==> src/rtl/psu_pkg.sv <==
// Shared types and constants for the PNG scanline unfilter core.
// No dependencies; every other file of the block but psu_if refers to this package.
`default_nettype none

package psu_pkg;

    localparam int MAX_ROW_BYTES_DEF   = 8192;
    localparam int MAX_PIXEL_BYTES_DEF = 8;
    localparam int QUEUE_DEPTH         = 4;

    localparam int BPP_WIDTH = 4;
    localparam int ROW_WIDTH = 14;

    localparam logic [BPP_WIDTH-1:0] BPP_RESET = 4'd1;
    localparam logic [ROW_WIDTH-1:0] ROW_RESET = 14'd1;

    typedef enum logic [0:0] {
        REG_BPP = 1'b0,
        REG_ROW = 1'b1
    } t_reg_index;

    typedef enum logic [2:0] {
        FILT_NONE  = 3'd0,
        FILT_SUB   = 3'd1,
        FILT_UP    = 3'd2,
        FILT_AVG   = 3'd3,
        FILT_PAETH = 3'd4
    } t_filter;

    typedef struct packed {
        logic    is_err;
        t_filter filter;
        logic    left_ok;
        logic    first_row;
        logic    row_end;
    } t_ctl;

endpackage

`default_nettype wire

==> src/rtl/psu_queue.sv <==
// Small flop-based FIFO that decouples the front end from the back end.
// Depends on psu_pkg for its default depth.
`default_nettype none

module psu_queue #(
    parameter int WIDTH = 8,
    parameter int DEPTH = psu_pkg::QUEUE_DEPTH,
    localparam int PW = (DEPTH > 1) ? $clog2(DEPTH) : 1,
    localparam int NW = $clog2(DEPTH + 1)
) (
    input  wire              i_clk,
    input  wire              i_rst_n,
    input  wire              i_push,
    input  wire [WIDTH-1:0]  i_data,
    output logic             o_full,
    input  wire              i_pop,
    output logic             o_valid,
    output logic [WIDTH-1:0] o_data
);

    logic [WIDTH-1:0] r_mem [DEPTH];
    logic [PW-1:0]    r_wr_ptr;
    logic [PW-1:0]    r_rd_ptr;
    logic [NW-1:0]    r_count;
    logic             do_push;
    logic             do_pop;

    assign o_full  = r_count == NW'(DEPTH);
    assign o_valid = r_count != '0;
    assign o_data  = r_mem[r_rd_ptr];
    assign do_push = i_push && !o_full;
    assign do_pop  = i_pop && o_valid;

    always_ff @(posedge i_clk) begin
        if (do_push) begin
            r_mem[r_wr_ptr] <= i_data;
        end
    end

    always_ff @(posedge i_clk) begin
        if (!i_rst_n) begin
            r_wr_ptr <= '0;
            r_rd_ptr <= '0;
            r_count  <= '0;
        end else begin
            if (do_push) begin
                r_wr_ptr <= (r_wr_ptr == PW'(DEPTH - 1)) ? '0 : r_wr_ptr + PW'(1);
            end
            if (do_pop) begin
                r_rd_ptr <= (r_rd_ptr == PW'(DEPTH - 1)) ? '0 : r_rd_ptr + PW'(1);
            end
            if (do_push && !do_pop) begin
                r_count <= r_count + NW'(1);
            end else if (do_pop && !do_push) begin
                r_count <= r_count - NW'(1);
            end
        end
    end

endmodule

`default_nettype wire

==> config.mk <==
export PLATFORM = sky130hd
export DESIGN_NAME = psu_queue
export DESIGN_NICKNAME = d
export VERILOG_FILES = /design/src/rtl/psu_pkg.sv /design/src/rtl/psu_queue.sv
export SDC_FILE = /design/constraint.sdc
export NUM_CORES = 1
export LEC_CHECK = 0
export BUFFER_PORTS_ARGS = -buffer_cell sky130_fd_sc_hd__buf_2
export CORE_MARGIN = 2
export CORE_UTILIZATION = 55
export CTS_BUF_LIST = sky130_fd_sc_hd__clkbuf_8 sky130_fd_sc_hd__clkbuf_16
export DETAILED_ROUTE_END_ITERATION = 12
export PLACE_DENSITY = 0.82
export SYNTH_ARGS = -nofsm -noshare
export SYNTH_HDL_FRONTEND = slang
export SYNTH_SLANG_ARGS = --single-unit
==> constraint.sdc <==
create_clock -name i_clk -period 2.56 [get_ports i_clk]
set_input_delay 0.256 -clock i_clk [delete_from_list [all_inputs] [get_ports i_clk]]
set_output_delay 0.256 -clock i_clk [all_outputs]
set_load 0.05 [all_outputs]
==> impl_metrics.toml <==
[setup_path]
ff2ff_path_depth = 7
r2r_slack_ps = 350
path_class = "flip-flop to flip-flop"
crit_fanout = 5
timing.rr.end = "r_count[2]$_SDFFE_PN0P_"
crit_path_max_incr_delay_ps = 390
start_kind = "flip-flop"
cp_cell_sequence = "o31ai_1 > ha_1 > inv_1 > fa_1 > xor2_1 > or3_1 > a21boi_0"
r2r-start = "r_count[0]$_SDFFE_PN0P_"
endpoint_kind = "flip-flop"
cp.required_ps = 2780
crit_start = "r_count[0]$_SDFFE_PN0P_"
cp_slowest_cell = "o31ai_1"
cp.arrival_ps = 2420

[placement]
place_ws_ps = 375
dp_cells = 143
place_congestion = 0.662
dp.final_hpwl_um = 1840
port_buffers = 21

[yosys]
synth_nets = 112
ys_warn_count = 0
synth_seq_area_share_pct = 69.9
avgSynthCellArea_sq_um = 17.6
ys_ff_latch = 41
mappedNetlistArea_sq_um = 1630
synthCells = 93
yosys.cell_types.count = 23

[floorplanning]
io_pins = 22
die_y_um = 58.5
initial_utilization_pct = 58.7
fp.dieArea_sq_um = 3420
core_area_sq_um = 2780
rows = 19
fp.dieW_um = 58.5

[route]
drc = 0
vias = 863
ant_nets = 0
drtPass1Iterations = 4
drtIter0Drc = 25
vias_per_cell = 5.72
routed_wl_um = 2580
avgRoutedWirePerCell_um = 17.1

[clock_network]
h-tree-depth = 2
post-cts-setup-buffers = 0
clock_path_buffers = 2
cts_hold_buf = 0
clockRootBuffer = "clkbuf_8"
cts_sinks = 41
clk_latency_ps = 290
post_cts_resize_count = 0
cts_buffers = 5
clkTransAtPathRegs_ps = 70
cts_tree = "built"

[global_routing]
groute.usage.overall_pct = 16.8
grt_pass1_vias = 912
grt_max_degree = 13
grt_pass1_wl_um = 4000
antenna_found_initial = 0
grt-ovfl-total = 0

[min_path]
hold_path_startpoint = "i_data[1]"
hold_depth = 1
hold_class = "input port to flip-flop"
hold_path_end = "r_mem[3][1]$_DFFE_PP_"

[timing]
fin_tns_setup_ps = 0
hold_viol = 0
final.period_utilization_pct = 86.2
max-slew-margin-rel_pct = 63.5
slew_viol_final = 0
finClkSkew_ps = 6.83
fin_crit_ps = 2210
tightest_slew_ps = 547
fin_ws_ps = 354
max_freq_mhz = 453
setup_viol = 0
rsz0062_at_grt = "no"

[final_layout]
fillers = 186
n_antenna_cell = 0
final_nets = 138
area_growth_pct = 13.6
stdcell_count = 151
post_route_cells_drive_above_1_share_pct = 32.5

[outcome]
outcome = "complete, no violations"

[pwr]
vdd_drop_max_uv = 1010
p_per_area_nw_per_um2 = 1050
leakagePower_nw = 0.694

[run]
cap_violations = 0
==> routing by layer <==
metal / wire (um) / GRT usage, % / up-vias
met3: 120 / 6.59 / 9
met1: 997 / 17.6 / 428
li1: - / - / 398
met5: 0 / 0 / -
met2: 1410 / 30.2 / 28
met4: 53 / 5.98 / 0
==> report_power, final <==
group          leakage [nW]  internal (mW)  switching [mW]
Clock                0.0505          0.183           0.202
Combinational         0.276          0.239           0.423
Sequential            0.367          0.819          0.0897
==> layout make-up <==
type | count | area, sq um | share of cell area, %
clock buffer | 5 | 68.8 | 3.71
tap | 31 | 38.8 | 2.09
clock inverter | 3 | 12.5 | 0.674
multi-input combinational | 45 | 463 | 24.9
timing repair buffer | 23 | 120 | 6.47
inverter | 3 | 11.3 | 0.607
sequential | 41 | 1140 | 61.5
==> critical path, delay by kind of cell, from the launching register on <==
family	cells	cell delay [ps]
and+or+nand+nor	1	320
AOI/OAI and AO/OA	2	550
adders and majority gates	2	660
DFF	1	380
xor gates and xnor gates	1	170
buffers and inverters	1	70
==> cells in the final DEF, fill, tap and decap left out, drive strengths merged <==
cell type / n
edfxtp: 32
nor3b: 1
clkbuf: 5
xor2: 1
nor2b: 2
a21boi: 1
mux2i: 3
inv: 5
nand3: 2
nand2: 6
clkinv: 1
and2: 5
or3: 2
xnor2: 1
nor2: 2
mux4: 8
ha: 6
o21ai: 3
buf: 23
dfxtp: 9
o31ai: 1
fa: 1
==> cell usage after synthesis <==
library cell	number	area, sq um
o21ai_0	3	15.0
fa_1	1	20.0
a21boi_0	1	7.51
ha_1	6	75.1
buf_2	2	10.0
xnor2_1	1	8.76
or3_1	1	6.26
mux4_2	8	180
dfxtp_1	9	180
xor2_1	1	8.76
inv_1	3	11.3
and2_1	5	31.3
mux2i_1	3	30.0
nand2_1	6	22.5
nor3b_2	1	12.5
clkbuf_1	1	3.75
nor2_1	2	7.51
or3_2	1	7.51
nor2b_1	2	12.5
buf_1	1	3.75
o31ai_1	1	7.51
edfxtp_1	32	961
nand3_1	2	10.0
==> worst max-delay path by stage <==
| stage | endpoint | slack, ps |
|---|---|---|
| 3_3_place_gp | r_count[2]$_SDFFE_PN0P_ | 590 |
| 6_report | r_count[2]$_SDFFE_PN0P_ | 350 |
| 5_1_grt | r_count[2]$_SDFFE_PN0P_ | 280 |
| 2_1_floorplan | r_count[2]$_SDFFE_PN0P_ | 230 |
| 4_1_cts | r_count[2]$_SDFFE_PN0P_ | 360 |
| 3_5_place_dp | r_count[2]$_SDFFE_PN0P_ | 380 |
==> logic make-up after synthesis <==
logic type               share of synthesized area (%)
buffers and inverters                             1.76
AND/OR/NAND/NOR                                   6.74
adder cells (fa/ha/maj)                           5.82
flip-flops                                        69.9
multiplexers                                      12.9
XOR/XNOR                                          1.07
AO/OA/AOI/OAI                                     1.84
==> sequential cells by signal (all words and copies together) (netlist names), named ones only <==
name / flops
r_count: 3
r_mem: 32
r_rd_ptr: 2
r_wr_ptr: 2
==> metrics by stage <==
step	hold slack [ps]	util, %	total power [mW]	cell area (sq um)
CTS	178	66.7	1.97	1860
global route	174	66.7	2.05	1860
floorplan	355	-	1.44	1630
global placement	465	63.8	1.56	1770
finish	186	66.7	1.96	1860
detailed placement	476	63.8	1.59	1770
Power figures use the tool's default switching activity.
