**config.mk**
```make
export PLATFORM = sky130hd
export DESIGN_NAME = psu_front_flat
export DESIGN_NICKNAME = d
export VERILOG_FILES = /design/src/rtl/psu_pkg.sv /design/src/rtl/psu_if.sv /design/src/rtl/psu_front.sv /design/src/flat_wrapper.sv
export SDC_FILE = /design/constraint.sdc
export NUM_CORES = 1
export LEC_CHECK = 0
export ABC_AREA = 1
export ABC_CLOCK_PERIOD_IN_PS = 6350
export BUFFER_PORTS_ARGS = -buffer_cell sky130_fd_sc_hd__buf_2
export CAP_MARGIN = 30
export CORE_MARGIN = 2
export CORE_UTILIZATION = 62
export CTS_CLUSTER_SIZE = 14
export DETAILED_ROUTE_END_ITERATION = 10
export PLACE_DENSITY_LB_ADDON = 0.2
export SKIP_CTS_REPAIR_TIMING = 1
export SLEW_MARGIN = 0
export SYNTH_ARGS = -nofsm -noshare
export SYNTH_HDL_FRONTEND = slang
export SYNTH_SLANG_ARGS = --single-unit
```
**constraint.sdc**
```tcl
create_clock -name i_clk -period 6.35 [get_ports i_clk]
set_input_delay 0.635 -clock i_clk [delete_from_list [all_inputs] [get_ports i_clk]]
set_output_delay 0.635 -clock i_clk [all_outputs]
set_load 0.02 [all_outputs]
```
**src/rtl/psu_pkg.sv**
```systemverilog
// Shared types and constants for the PNG scanline unfilter core.
// No dependencies; every other file of the block but psu_if refers to this package.
`default_nettype none

package psu_pkg;

    localparam int MAX_ROW_BYTES_DEF   = 8192;
    localparam int MAX_PIXEL_BYTES_DEF = 8;
    localparam int QUEUE_DEPTH         = 4;

    localparam int BPP_WIDTH = 4;
    localparam int ROW_WIDTH = 14;

    localparam logic [BPP_WIDTH-1:0] BPP_RESET = 4'd1;
    localparam logic [ROW_WIDTH-1:0] ROW_RESET = 14'd1;

    typedef enum logic [0:0] {
        REG_BPP = 1'b0,
        REG_ROW = 1'b1
    } t_reg_index;

    typedef enum logic [2:0] {
        FILT_NONE  = 3'd0,
        FILT_SUB   = 3'd1,
        FILT_UP    = 3'd2,
        FILT_AVG   = 3'd3,
        FILT_PAETH = 3'd4
    } t_filter;

    typedef struct packed {
        logic    is_err;
        t_filter filter;
        logic    left_ok;
        logic    first_row;
        logic    row_end;
    } t_ctl;

endpackage

`default_nettype wire

```
**src/rtl/psu_if.sv**
```systemverilog
// Stream interfaces of the PNG scanline unfilter core: input bytes and results.
// Uses no package.
`default_nettype none

interface psu_in_if;
    logic       valid;
    logic       ready;
    logic [7:0] data_byte;
    logic       image_start;

    modport source(output valid, data_byte, image_start, input ready);
    modport sink(input valid, data_byte, image_start, output ready);
endinterface


`default_nettype wire

```
**src/rtl/psu_front.sv**
```systemverilog
// Front end: accepts stream bytes, tracks row framing and error halt, and
// queues one work entry per data byte or bad filter type. Depends on psu_pkg, psu_if.
`default_nettype none

module psu_front #(
    parameter int MAX_ROW_BYTES   = psu_pkg::MAX_ROW_BYTES_DEF,
    parameter int MAX_PIXEL_BYTES = psu_pkg::MAX_PIXEL_BYTES_DEF,
    localparam int CW = $clog2(MAX_ROW_BYTES),
    localparam int SW = (MAX_PIXEL_BYTES > 1) ? $clog2(MAX_PIXEL_BYTES) : 1
) (
    input  wire                               i_clk,
    input  wire                               i_rst_n,
    psu_in_if.sink                            i_in,
    input  wire [psu_pkg::BPP_WIDTH-1:0]      i_bpp,
    input  wire [psu_pkg::ROW_WIDTH-1:0]      i_row_bytes,
    input  wire                               i_full,
    output logic                              o_push,
    output psu_pkg::t_ctl                     o_ctl,
    output logic [7:0]                        o_byte,
    output logic [CW-1:0]                     o_col,
    output logic [SW-1:0]                     o_slot
);

    localparam int LW = (CW + 1 > psu_pkg::ROW_WIDTH) ? CW + 1 : psu_pkg::ROW_WIDTH;

    logic             r_halted, n_halted;
    logic             r_await, n_await;
    logic             r_first, n_first;
    logic [CW-1:0]    r_col, n_col;
    psu_pkg::t_filter r_filter, n_filter;
    logic [SW-1:0]    r_res [MAX_PIXEL_BYTES];

    logic             clear_res;
    logic             inc_res;
    logic             accept;
    logic             halted_eff;
    logic             await_eff;
    logic             first_eff;
    logic [CW-1:0]    col_eff;
    logic [psu_pkg::BPP_WIDTH-1:0] bpp_eff;
    logic [LW-1:0]    row_eff;
    logic [LW-1:0]    row_ext;
    logic [LW-1:0]    col_next;
    logic             row_done;

    assign i_in.ready = !i_full;
    assign accept     = i_in.valid && !i_full;

    always_comb begin
        if (i_bpp == '0) begin
            bpp_eff = psu_pkg::BPP_WIDTH'(1);
        end else if (i_bpp > psu_pkg::BPP_WIDTH'(MAX_PIXEL_BYTES)) begin
            bpp_eff = psu_pkg::BPP_WIDTH'(MAX_PIXEL_BYTES);
        end else begin
            bpp_eff = i_bpp;
        end
        row_ext = LW'(i_row_bytes);
        if (row_ext == '0) begin
            row_eff = LW'(1);
        end else if (row_ext > LW'(MAX_ROW_BYTES)) begin
            row_eff = LW'(MAX_ROW_BYTES);
        end else begin
            row_eff = row_ext;
        end
    end

    always_comb begin
        halted_eff = r_halted && !i_in.image_start;
        await_eff  = r_await || i_in.image_start;
        first_eff  = r_first || i_in.image_start;
        col_eff    = i_in.image_start ? '0 : r_col;
        col_next   = LW'(col_eff) + LW'(1);
        row_done   = col_next >= row_eff;

        n_halted  = r_halted;
        n_await   = r_await;
        n_first   = r_first;
        n_col     = r_col;
        n_filter  = r_filter;
        clear_res = 1'b0;
        inc_res   = 1'b0;

        o_push           = 1'b0;
        o_ctl.is_err     = 1'b0;
        o_ctl.filter     = r_filter;
        o_ctl.left_ok    = col_eff >= CW'(bpp_eff);
        o_ctl.first_row  = first_eff;
        o_ctl.row_end    = row_done;
        o_byte           = i_in.data_byte;
        o_col            = col_eff;
        o_slot           = r_res[SW'(bpp_eff - psu_pkg::BPP_WIDTH'(1))];

        if (accept) begin
            n_halted = halted_eff;
            n_await  = await_eff;
            n_first  = first_eff;
            n_col    = col_eff;
            if (!halted_eff) begin
                if (await_eff) begin
                    if (i_in.data_byte > 8'(psu_pkg::FILT_PAETH)) begin
                        n_halted     = 1'b1;
                        o_push       = 1'b1;
                        o_ctl.is_err = 1'b1;
                        o_ctl.filter = psu_pkg::FILT_NONE;
                    end else begin
                        n_filter  = psu_pkg::t_filter'(i_in.data_byte[2:0]);
                        n_await   = 1'b0;
                        n_col     = '0;
                        clear_res = 1'b1;
                    end
                end else begin
                    o_push = 1'b1;
                    if (row_done) begin
                        n_await   = 1'b1;
                        n_first   = 1'b0;
                        n_col     = '0;
                        clear_res = 1'b1;
                    end else begin
                        n_col   = col_next[CW-1:0];
                        inc_res = 1'b1;
                    end
                end
            end
        end
    end

    always_ff @(posedge i_clk) begin
        if (!i_rst_n) begin
            r_halted <= 1'b0;
            r_await  <= 1'b1;
            r_first  <= 1'b1;
            r_col    <= '0;
            r_filter <= psu_pkg::FILT_NONE;
        end else begin
            r_halted <= n_halted;
            r_await  <= n_await;
            r_first  <= n_first;
            r_col    <= n_col;
            r_filter <= n_filter;
        end
    end

    // One residue counter per pixel size keeps column modulo each possible width.
    always_ff @(posedge i_clk) begin
        if (!i_rst_n) begin
            for (int k = 0; k < MAX_PIXEL_BYTES; k++) begin
                r_res[k] <= '0;
            end
        end else if (clear_res) begin
            for (int k = 0; k < MAX_PIXEL_BYTES; k++) begin
                r_res[k] <= '0;
            end
        end else if (inc_res) begin
            for (int k = 0; k < MAX_PIXEL_BYTES; k++) begin
                if ((SW + 1)'(r_res[k]) + (SW + 1)'(1) == (SW + 1)'(k + 1)) begin
                    r_res[k] <= '0;
                end else begin
                    r_res[k] <= r_res[k] + SW'(1);
                end
            end
        end
    end

endmodule

`default_nettype wire

```
**src/flat_wrapper.sv**
```systemverilog
// flat-port wrapper written by rule: the top's interface ports become plain ports
module psu_front_flat 
#(
    parameter int MAX_ROW_BYTES   = psu_pkg::MAX_ROW_BYTES_DEF,
    parameter int MAX_PIXEL_BYTES = psu_pkg::MAX_PIXEL_BYTES_DEF,
    localparam int CW = $clog2(MAX_ROW_BYTES),
    localparam int SW = (MAX_PIXEL_BYTES > 1) ? $clog2(MAX_PIXEL_BYTES) : 1
)
  (i_clk, i_rst_n, i_bpp, i_row_bytes, i_full, o_push, o_ctl, o_byte, o_col, o_slot, i_in_valid, i_in_data_byte, i_in_image_start, i_in_ready);
  psu_in_if i_in_i ();
  input  wire i_clk;
  input  wire i_rst_n;
  input  wire [psu_pkg::BPP_WIDTH-1:0] i_bpp;
  input  wire [psu_pkg::ROW_WIDTH-1:0] i_row_bytes;
  input  wire i_full;
  output logic o_push;
  output psu_pkg::t_ctl o_ctl;
  output logic [7:0] o_byte;
  output logic [CW-1:0] o_col;
  output logic [SW-1:0] o_slot;
  input wire logic [$bits(i_in_i.valid)-1:0] i_in_valid;
  input wire logic [$bits(i_in_i.data_byte)-1:0] i_in_data_byte;
  input wire logic [$bits(i_in_i.image_start)-1:0] i_in_image_start;
  output wire logic [$bits(i_in_i.ready)-1:0] i_in_ready;
  assign i_in_i.valid = i_in_valid;
  assign i_in_i.data_byte = i_in_data_byte;
  assign i_in_i.image_start = i_in_image_start;
  assign i_in_ready = i_in_i.ready;
  psu_front #(.MAX_ROW_BYTES(MAX_ROW_BYTES), .MAX_PIXEL_BYTES(MAX_PIXEL_BYTES)) u_core (.i_clk(i_clk), .i_rst_n(i_rst_n), .i_in(i_in_i), .i_bpp(i_bpp), .i_row_bytes(i_row_bytes), .i_full(i_full), .o_push(o_push), .o_ctl(o_ctl), .o_byte(o_byte), .o_col(o_col), .o_slot(o_slot));
endmodule
```
==> results of run 1 <==
[final cells by class]
cell class	count	area, µm²
tap	72	90.1
fill	486	1540
multi-input combinational	370	2070
clock buffer	6	72.6
inverter	87	327
timing repair buffer	63	315
clock inverter	2	60.1
sequential	43	1100
[kinds of logic (layout without fill, tap and decap cells)]
kind of cell | after synthesis | after routing | share of synthesized area (%)
AOI/OAI and AO/OA | 75 | 75 | 11.4
xor gates and xnor gates | 11 | 11 | 2.65
adders and majority gates | 34 | 34 | 11.7
buffers and inverters | 109 | 158 | 13.0
DFF | 43 | 43 | 30.3
and+or+nand+nor | 250 | 250 | 31.0
[worst max-delay path, stage by stage]
cell     delay, ns
buf_2         0.27
nor2_1        0.49
ha_1          0.31
nand3_2       0.12
inv_1         0.18
nand3_1       0.09
nand2_1       0.06
nand2_1       0.07
ha_1          0.29
nand2_1       0.08
nor2_1        0.06
nand2_1       0.05
nand2_1       0.04
nor2_1        0.15
nand2_1       0.07
nor2_1        0.72
inv_1         0.13
buf_2         0.20
[sequential cells by signal, indices dropped and copies added (netlist names)]
register / flops
u_core.r_await: 1
u_core.r_col: 13
u_core.r_filter: 3
u_core.r_first: 1
u_core.r_halted: 1
u_core.r_res: 24
[per-layer routing]
metal	vias up	GRT usage (%)
li1	1782	-
met1	1556	34.8
met2	125	51.8
met3	25	4.49
met4	0	9.32
met5	-	0
[through the flow]
step                      instance area (µm²)  hold WS, ns
after detailed placement                 3900        0.443
after CTS                                4030        0.456
final                                    4030        0.452
after global placement                   3900        0.434
after global routing                     4030        0.487
after floorplan                          3640        0.424
[synth_stat cells (2+ instances only)]
master / number
nor2_4: 11
buf_6: 2
a22oi_1: 3
o211ai_1: 4
xor2_1: 6
buf_4: 12
nor2_1: 66
or2_2: 3
nor2_2: 3
ha_1: 34
dfxtp_1: 19
edfxtp_1: 24
a21oi_1: 21
xnor2_1: 5
buf_2: 2
nor4_1: 2
inv_1: 86
o21ai_0: 37
nand4_1: 11
nand2_1: 112
o22ai_1: 5
nor3_1: 8
nand3_1: 31
clkbuf_1: 5
[power by group through the flow]
stage          sequential (µW)  clock, µW  combinational [µW]
2_1_floorplan              314          0                90.6
3_3_place_gp               316          0                 121
3_5_place_dp               316          0                 124
4_1_cts                    310        258                 125
5_1_grt                    311        266                 139
6_report                   310        258                 125
[how the worst max path moves through the flow]
stage                           startpoint  slack, ns  endpoint  cells after the start
after CTS                 i_in_image_start       1.80  o_ctl[0]                     18
after global routing      i_in_image_start       1.40  o_ctl[0]                     18
after detailed placement  i_in_image_start       1.81  o_ctl[0]                     18
final                     i_in_image_start       1.69  o_ctl[0]                     18
after floorplan           i_in_image_start       2.52  o_ctl[0]                     18
after global placement    i_in_image_start       1.86  o_ctl[0]                     18
==> metrics.txt, run 1 <==
placer's final routability congestion estimate=0.931; Reg clk slew, reported paths=0.08 ns; DR pass1 iterations=5; final wirelength=8.98 mm; Final setup viols=0; RSZ-0062 raised after global routing=no; Distinct cells, synth=34; Gate Count Post-Synth=522; fin crit period=4.66 ns; Fmax=0.215 GHz; most frequent cells in the layout=nand2_1, inv_1, nor2_1, buf_2, o21ai_0; Syn Nets=587; via count=3488; DIE AREA=6500 µm²; row count=27; Worst Tran Pin Value=0.937 ns; internal power=501 µW; WP data required=5.71 ns; Worst slew margin=37.3%; status=finished, final reports clean; largest net degree at the start of global routing=21; pwr/cell area=172 nW/µm²; register bit total from synthesis=43; Tot GR Track Use=28.8%; Area Overhead vs Synth=10.8%; number of remaining DRC errors=0; Final Skew=0.0131 ns; nets@finish=635; die height=80.6 µm; Max Slew Vio Count=0; leakage=0.00198 µW; reg2reg end=u_core.r_res[3][2]; ANT cells=0; combinational group share of total power=18.1%; Inserted Clock Buffers=5; worst-path fanout max=15; reg2reg start=u_core.r_col[1]; Non-Filler Instances=643; synthesized area per cell=6.97 µm²; Max Cap Violations=0; Highest Signal Layer=met4; WL met2=4.35 mm; Place WS=1.81 ns; final worst setup slack=1.69 ns; leading cell type in the layout, fill and taps excluded=nand2_1; crit path kind=in -> out; Hold Path Depth=2; initial antenna violation count=0; startpoint types=input pin; Seq pwr share=44.7%; first-pass GRT wire length=14.4 mm; Sink Count=43; Clk Latency, worst-skew pair=0.31 ns; switching share of total power=27.6%; CTS Buffer Depth=2; NetSw=192 µW; synthesized cell area=3640 µm²; worst r2r path cells=18; Core Box Area=5570 µm²; number of global-route vias before repair=3246; DIE WIDTH=80.6 µm; TNS Setup=0 ns; async set or reset register ratio after synthesis=0%; met3 WL=616 µm; layout cell share with drive strength beyond 1=15.8%; Avg Vias per Cell=5.42; drt initial violations=198; Overall Power=693 µW; Ports=64; Hold Fails Final Rpt=0; M1 WL=3.81 mm; ys flop type=edfxtp_1; hold_sp=u_core.r_filter[2]; WHS Endpoint=u_core.r_filter[2]; Hold WC Path Type=reg -> reg; final core utilization=72.3%; DR WL/cell=14.0 µm; PortBufs=63; Seq/Total Area, Yosys=30.3%; top cells by area, synth=edfxtp_1, ha_1, nand2_1; initial core utilization=65.3%; dpl hpwl=7.00 mm; R2R setup slack=2.50 ns; clock power share=37.2%; post-route ant nets=0; cell count after placement=635; post-synth top area cell=edfxtp_1; H-tree depth=2; Post-synth EDFFs=24; global route overflow=0; Max VDD drop=0.0900 mV; arrival time at the worst endpoint=4.02 ns; final period utilization=73.3%; yosys warns=0; Root Driver=clkbuf_8; share of the synthesized area in the top cell type=19.8%; CTS tree=yes; Setup crit end kind=output pin
Note: power is estimated with default switching activity, not from simulation.
==> run 2, diff against run 1 <==
ABC_CLOCK_PERIOD_IN_PS = 4000   (was 6350)
CORE_UTILIZATION = 52   (was 62)
clock period = 4 ns   (was 6.35 ns; I/O delays follow)
==> metrics.txt, run 2 (synthesis gave the netlist of run 1 again) <==
DR pass1 iterations=5; drt initial violations=133; met3 usage=3.77%; number of flip-flops in the largest register=24; first-pass GRT wire length=14.7 mm; Place WS=0.431 ns; worst r2r path cells=18; final wirelength=8.82 mm; Setup crit end kind=output pin; RSZ-0062 raised after global routing=no; CTS tree=yes; DIE AREA=7690 µm²; Root Driver=clkbuf_8; Worst slew margin=55.7%; Core Box Area=6790 µm²; Final Skew=0.0111 ns; final worst setup slack=0.336 ns; Non-Filler Instances=673; largest net degree at the start of global routing=21; DIE WIDTH=87.7 µm; Hold Path Depth=3; Ports=64; Reg clk slew, reported paths=0.08 ns; H-tree depth=2; largest registers=u_core.r_res: 24 flops, u_core.r_col: 13 flops, u_core.r_filter: 3 flops; met2 GRT Util=41.6%; Hold WC Path Type=in -> reg; Max VDD drop=0.129 mV; met1 Usage GRT=30.1%; dpl hpwl=6.94 mm; most frequent cells in the layout=nand2_1, inv_1, nor2_1, buf_2, o21ai_0; crit path kind=reg -> out; busiest metal layer after global routing=met2; TNS Setup=0 ns; final core utilization=60.2%; Max Cap Violations=0; row count=30; cell count after placement=665; final hold slack=0.417 ns; placer's final routability congestion estimate=0.900; fin crit period=3.66 ns; DR WL/cell=13.1 µm; ANT cells=0; largest register by flop count=u_core.r_res; leakage=0.00200 µW; startpoint types=flop; PortBufs=63; Final setup viols=0; Tot GR Track Use=24.0%; die height=87.7 µm; number of remaining DRC errors=0; via count=3509; nets@finish=641; CTS Buffer Depth=2; number of global-route vias before repair=3179; Fmax=0.273 GHz; layout cell share with drive strength beyond 1=16.8%; Avg Vias per Cell=5.21; initial core utilization=53.6%; pwr/cell area=255 nW/µm²; Inserted Clock Buffers=5; Hold Fails Final Rpt=0; leading cell type in the layout, fill and taps excluded=nand2_1; global route overflow=0; Sink Count=43; arrival time at the worst endpoint=3.26 ns; Worst Tran Pin Value=0.663 ns; post-route ant nets=0; Clk Latency, worst-skew pair=0.30 ns; final period utilization=91.6%; Max Slew Vio Count=0; status=finished, final reports clean; Area Overhead vs Synth=12.3%; WP data required=3.60 ns; worst-path fanout max=6; initial antenna violation count=0
-- run 2: changes by cell type in the layout (fill, tap and decap cells not counted), sizes merged --
cell / delta
clkinv: +2
bufinv: -1
buf: +6
clkbuf: -1
-- run 2: per-layer routing --
metal / vias up / wire length, µm
li1: 1785 / -
met1: 1569 / 3850
met2: 135 / 4220
met3: 20 / 518
met4: 0 / 238
met5: - / 0
-- run 2: power by group --
group	switching [µW]	leakage [µW]	internal, µW	total, µW
registers	12.9	0.000402	480	492
clock network	161	0.0000581	186	347
logic	133	0.00154	69.1	202
-- run 2: layout make-up --
| cell class | count | area (µm²) |
|---|---|---|
| clock inverter | 3 | 43.8 |
| tap | 96 | 120 |
| multi-input combinational | 370 | 2070 |
| timing repair buffer | 69 | 360 |
| fill | 645 | 2710 |
| clock buffer | 5 | 68.8 |
| inverter | 87 | 327 |
| sequential | 43 | 1100 |
-- run 2: critical path, cell delays in order (launching register included) --
cell and delay (ns):
dfxtp_1 0.37, inv_1 0.05, nor2_1 0.38, ha_1 0.29
nand3_2 0.13, inv_1 0.18, nand3_1 0.09, nand2_1 0.06
nand2_1 0.07, ha_1 0.29, nand2_1 0.08, nor2_1 0.06
nand2_1 0.05, nand2_1 0.04, nor2_1 0.15, nand2_1 0.07
nor2_1 0.31, inv_1 0.10, buf_2 0.17
-- run 2: final timing paths --
kind                                         start            endpoint  slack, ns
worst min register to register  u_core.r_filter[0]  u_core.r_filter[0]       0.45
worst min-delay path             i_in_data_byte[1]  u_core.r_filter[1]       0.42
worst max register to register     u_core.r_col[1]  u_core.r_res[3][2]       0.74
worst max-delay path               u_core.r_col[1]            o_ctl[0]       0.34
-- run 2: through the flow --
step	total power, µW	cell area (µm²)
2_1_floorplan	643	3640
3_3_place_gp	698	3980
3_5_place_dp	703	3980
4_1_cts	1040	4090
5_1_grt	1090	4090
6_report	1040	4090
==> run 3, diff against run 2 <==
ABC_AREA = not set   (was 1)
CORE_UTILIZATION = 51   (was 52)
SLEW_MARGIN = 20   (was 0)
TNS_END_PERCENT = 5   (was not set)
==> metrics.txt, run 3 <==
post-route ant nets=0; ANT cells=0; DIE WIDTH=85.1 µm; Inserted Clock Buffers=5; CP Depth=11; worst r2r path cells=11; Hold Path Depth=3; number of global-route vias before repair=2630; pwr/cell area=262 nW/µm²; Final Skew=0.00528 ns; register bit total from synthesis=43; register area=1100 µm²; CP cell instances=nor2b_1 -> ha_1 -> nand3_1 -> nor4_2 -> xor2_1 -> ha_1 -> nand4_1 -> o221ai_1 -> a21oi_2 -> nand2_1 -> buf_2; startpoint types=flop; H-tree depth=2; crit-path leading delay family=simple AND/OR/NAND/NOR gates; leakage=0.00163 µW; Max Slew Vio Count=0; Ports=64; CTS tree=yes; Worst path most repeated cell=ha_1; Worst Tran Pin Value=0.852 ns; Non-Filler Instances=486; Clk Latency, worst-skew pair=0.30 ns; post-synth top area cell=edfxtp_1; CTS Buffer Depth=2; number of remaining DRC errors=0; nets@finish=473; largest registers=u_core.r_res: 24 flops, u_core.r_col: 13 flops, u_core.r_filter: 3 flops; Post-synth top cells=ha_1, nand2_1, nor2_1; cell count after placement=478; Setup crit end kind=output pin; arrival time at the worst endpoint=3.09 ns; crit path kind=reg -> out; final wirelength=7.34 mm; Area Overhead vs Synth=11.8%; synthesized area per cell=9.38 µm²; Gate Count Post-Synth=358; Syn Nets=423; final period utilization=87.3%; area occupied by multi-input gates=2030 µm²; Worst slew margin=43.2%; Post-synth EDFFs=24; TNS Setup=0 ns; Seq/Total Area, Yosys=32.8%; Reg clk slew, reported paths=0.08 ns; synthesized cell area=3360 µm²; Hold WC Path Type=in -> reg; row count=29; Slowest-stage cell, CP=dfxtp_1; via count=2779; global route overflow=0; RSZ-0062 raised after global routing=no; WP data required=3.60 ns; Distinct cells, synth=55; initial antenna violation count=0; crit-path max cell delay=0.40 ns; largest register by flop count=u_core.r_res; PortBufs=63; placer's final routability congestion estimate=0.843; worst-path fanout max=6; layout cell share with drive strength beyond 1=24.2%; Fmax=0.286 GHz; largest net degree at the start of global routing=20; Max VDD drop=0.161 mV; Hold Fails Final Rpt=0; DIE AREA=7250 µm²; Max Cap Violations=0; Final setup viols=0; initial core utilization=52.9%; most frequent cells in the layout=buf_2, ha_1, nand2_1, nor2_1, edfxtp_1; number of flip-flops in the largest register=24; Fillers=555; Sink Count=43; leading cell type in the layout, fill and taps excluded=buf_2; fin crit period=3.49 ns; Overall Power=985 µW; Tot GR Track Use=20.9%; Core Box Area=6350 µm²; status=finished, final reports clean; yosys warns=0; Root Driver=clkbuf_8; top cells by area, synth=edfxtp_1, ha_1, dfxtp_1; final hold slack=0.365 ns; drt initial violations=150; dpl hpwl=5.93 mm; ys flop type=edfxtp_1; first-pass GRT wire length=12.1 mm; Crit path buffers/inverters=1; share of the synthesized area in the top cell type=21.5%; DR pass1 iterations=4; Avg Vias per Cell=5.72; cell with the most instances after synthesis=ha_1; async set or reset register ratio after synthesis=0%; DR WL/cell=15.1 µm; die height=85.1 µm
[run 3: changes by cell type after synthesis, moves of 9 or more]
cell      before  now
nor2_1        66   25
nor2_4        11    0
nand2b_1       0   11
o21ai_0       37   17
inv_1         86   21
nand2_1      112   33
a32o_1         0    9
nor2b_1        0   12
nand3_1       31    7
[run 3: cell type report]
type	count	area share (%)
clock buffer	5	1.83
clock inverter	3	1.03
inverter	21	2.10
multi-input combinational	270	54.0
sequential	43	29.3
tap	77	2.56
timing repair buffer	67	9.19
[run 3: cells by family after synthesis]
group | Yosys count | share of synthesized area, %
AND/OR/NAND/NOR | 147 | 24.5
buffers and inverters | 45 | 6.86
flip-flops | 43 | 32.8
adder cells (fa/ha/maj) | 34 | 12.7
XOR/XNOR | 17 | 4.43
AO/OA/AOI/OAI | 63 | 13.7
multiplexers | 9 | 5.03
[run 3: path summary, 6_finish.rpt]
| kind | startpoint | end | slack, ns |
|---|---|---|---|
| min reg2reg | u_core.r_filter[1] | u_core.r_filter[1] | 0.46 |
| max reg2reg | u_core.r_col[1] | u_core.r_res[1][1] | 0.81 |
| min | i_in_data_byte[0] | u_core.r_filter[0] | 0.36 |
| max | u_core.r_col[1] | o_ctl[0] | 0.51 |
[run 3: routing by layer]
metal	wire, µm	global-route usage, %	vias up	part of all wire [%]
met3	312	3.02	9	4.2
li1	-	-	1384	-
met5	0	0	-	0
met1	3230	27.3	1317	44
met2	3680	35.9	69	50
met4	116	6.49	0	1.6
[run 3: worst reg2reg max path, cell delays in order (launching register included)]
cell	delay [ns]
dfxtp_1	0.40
nor2b_1	0.27
ha_1	0.28
nand3_1	0.13
nor4_2	0.30
xor2_1	0.26
ha_1	0.29
nand4_1	0.10
o221ai_1	0.12
a21oi_2	0.32
nand3_4	0.28
nor3_1	0.28
[run 3: through the flow]
step / utilization (%) / cell area [µm²] / setup slack [ns]
4_1_cts: 59.2 / 3760 / 0.517
5_1_grt: 59.2 / 3760 / 0.227
6_report: 59.2 / 3760 / 0.506
2_1_floorplan: - / 3360 / 0.447
3_5_place_dp: 57.5 / 3650 / 0.634
3_3_place_gp: 57.5 / 3650 / 0.755
[run 3: power by group]
part | internal, µW | switching (µW)
Sequential | 476 | 11.2
Clock | 183 | 149
Combinational | 70.4 | 95.1
Total | 730 | 256
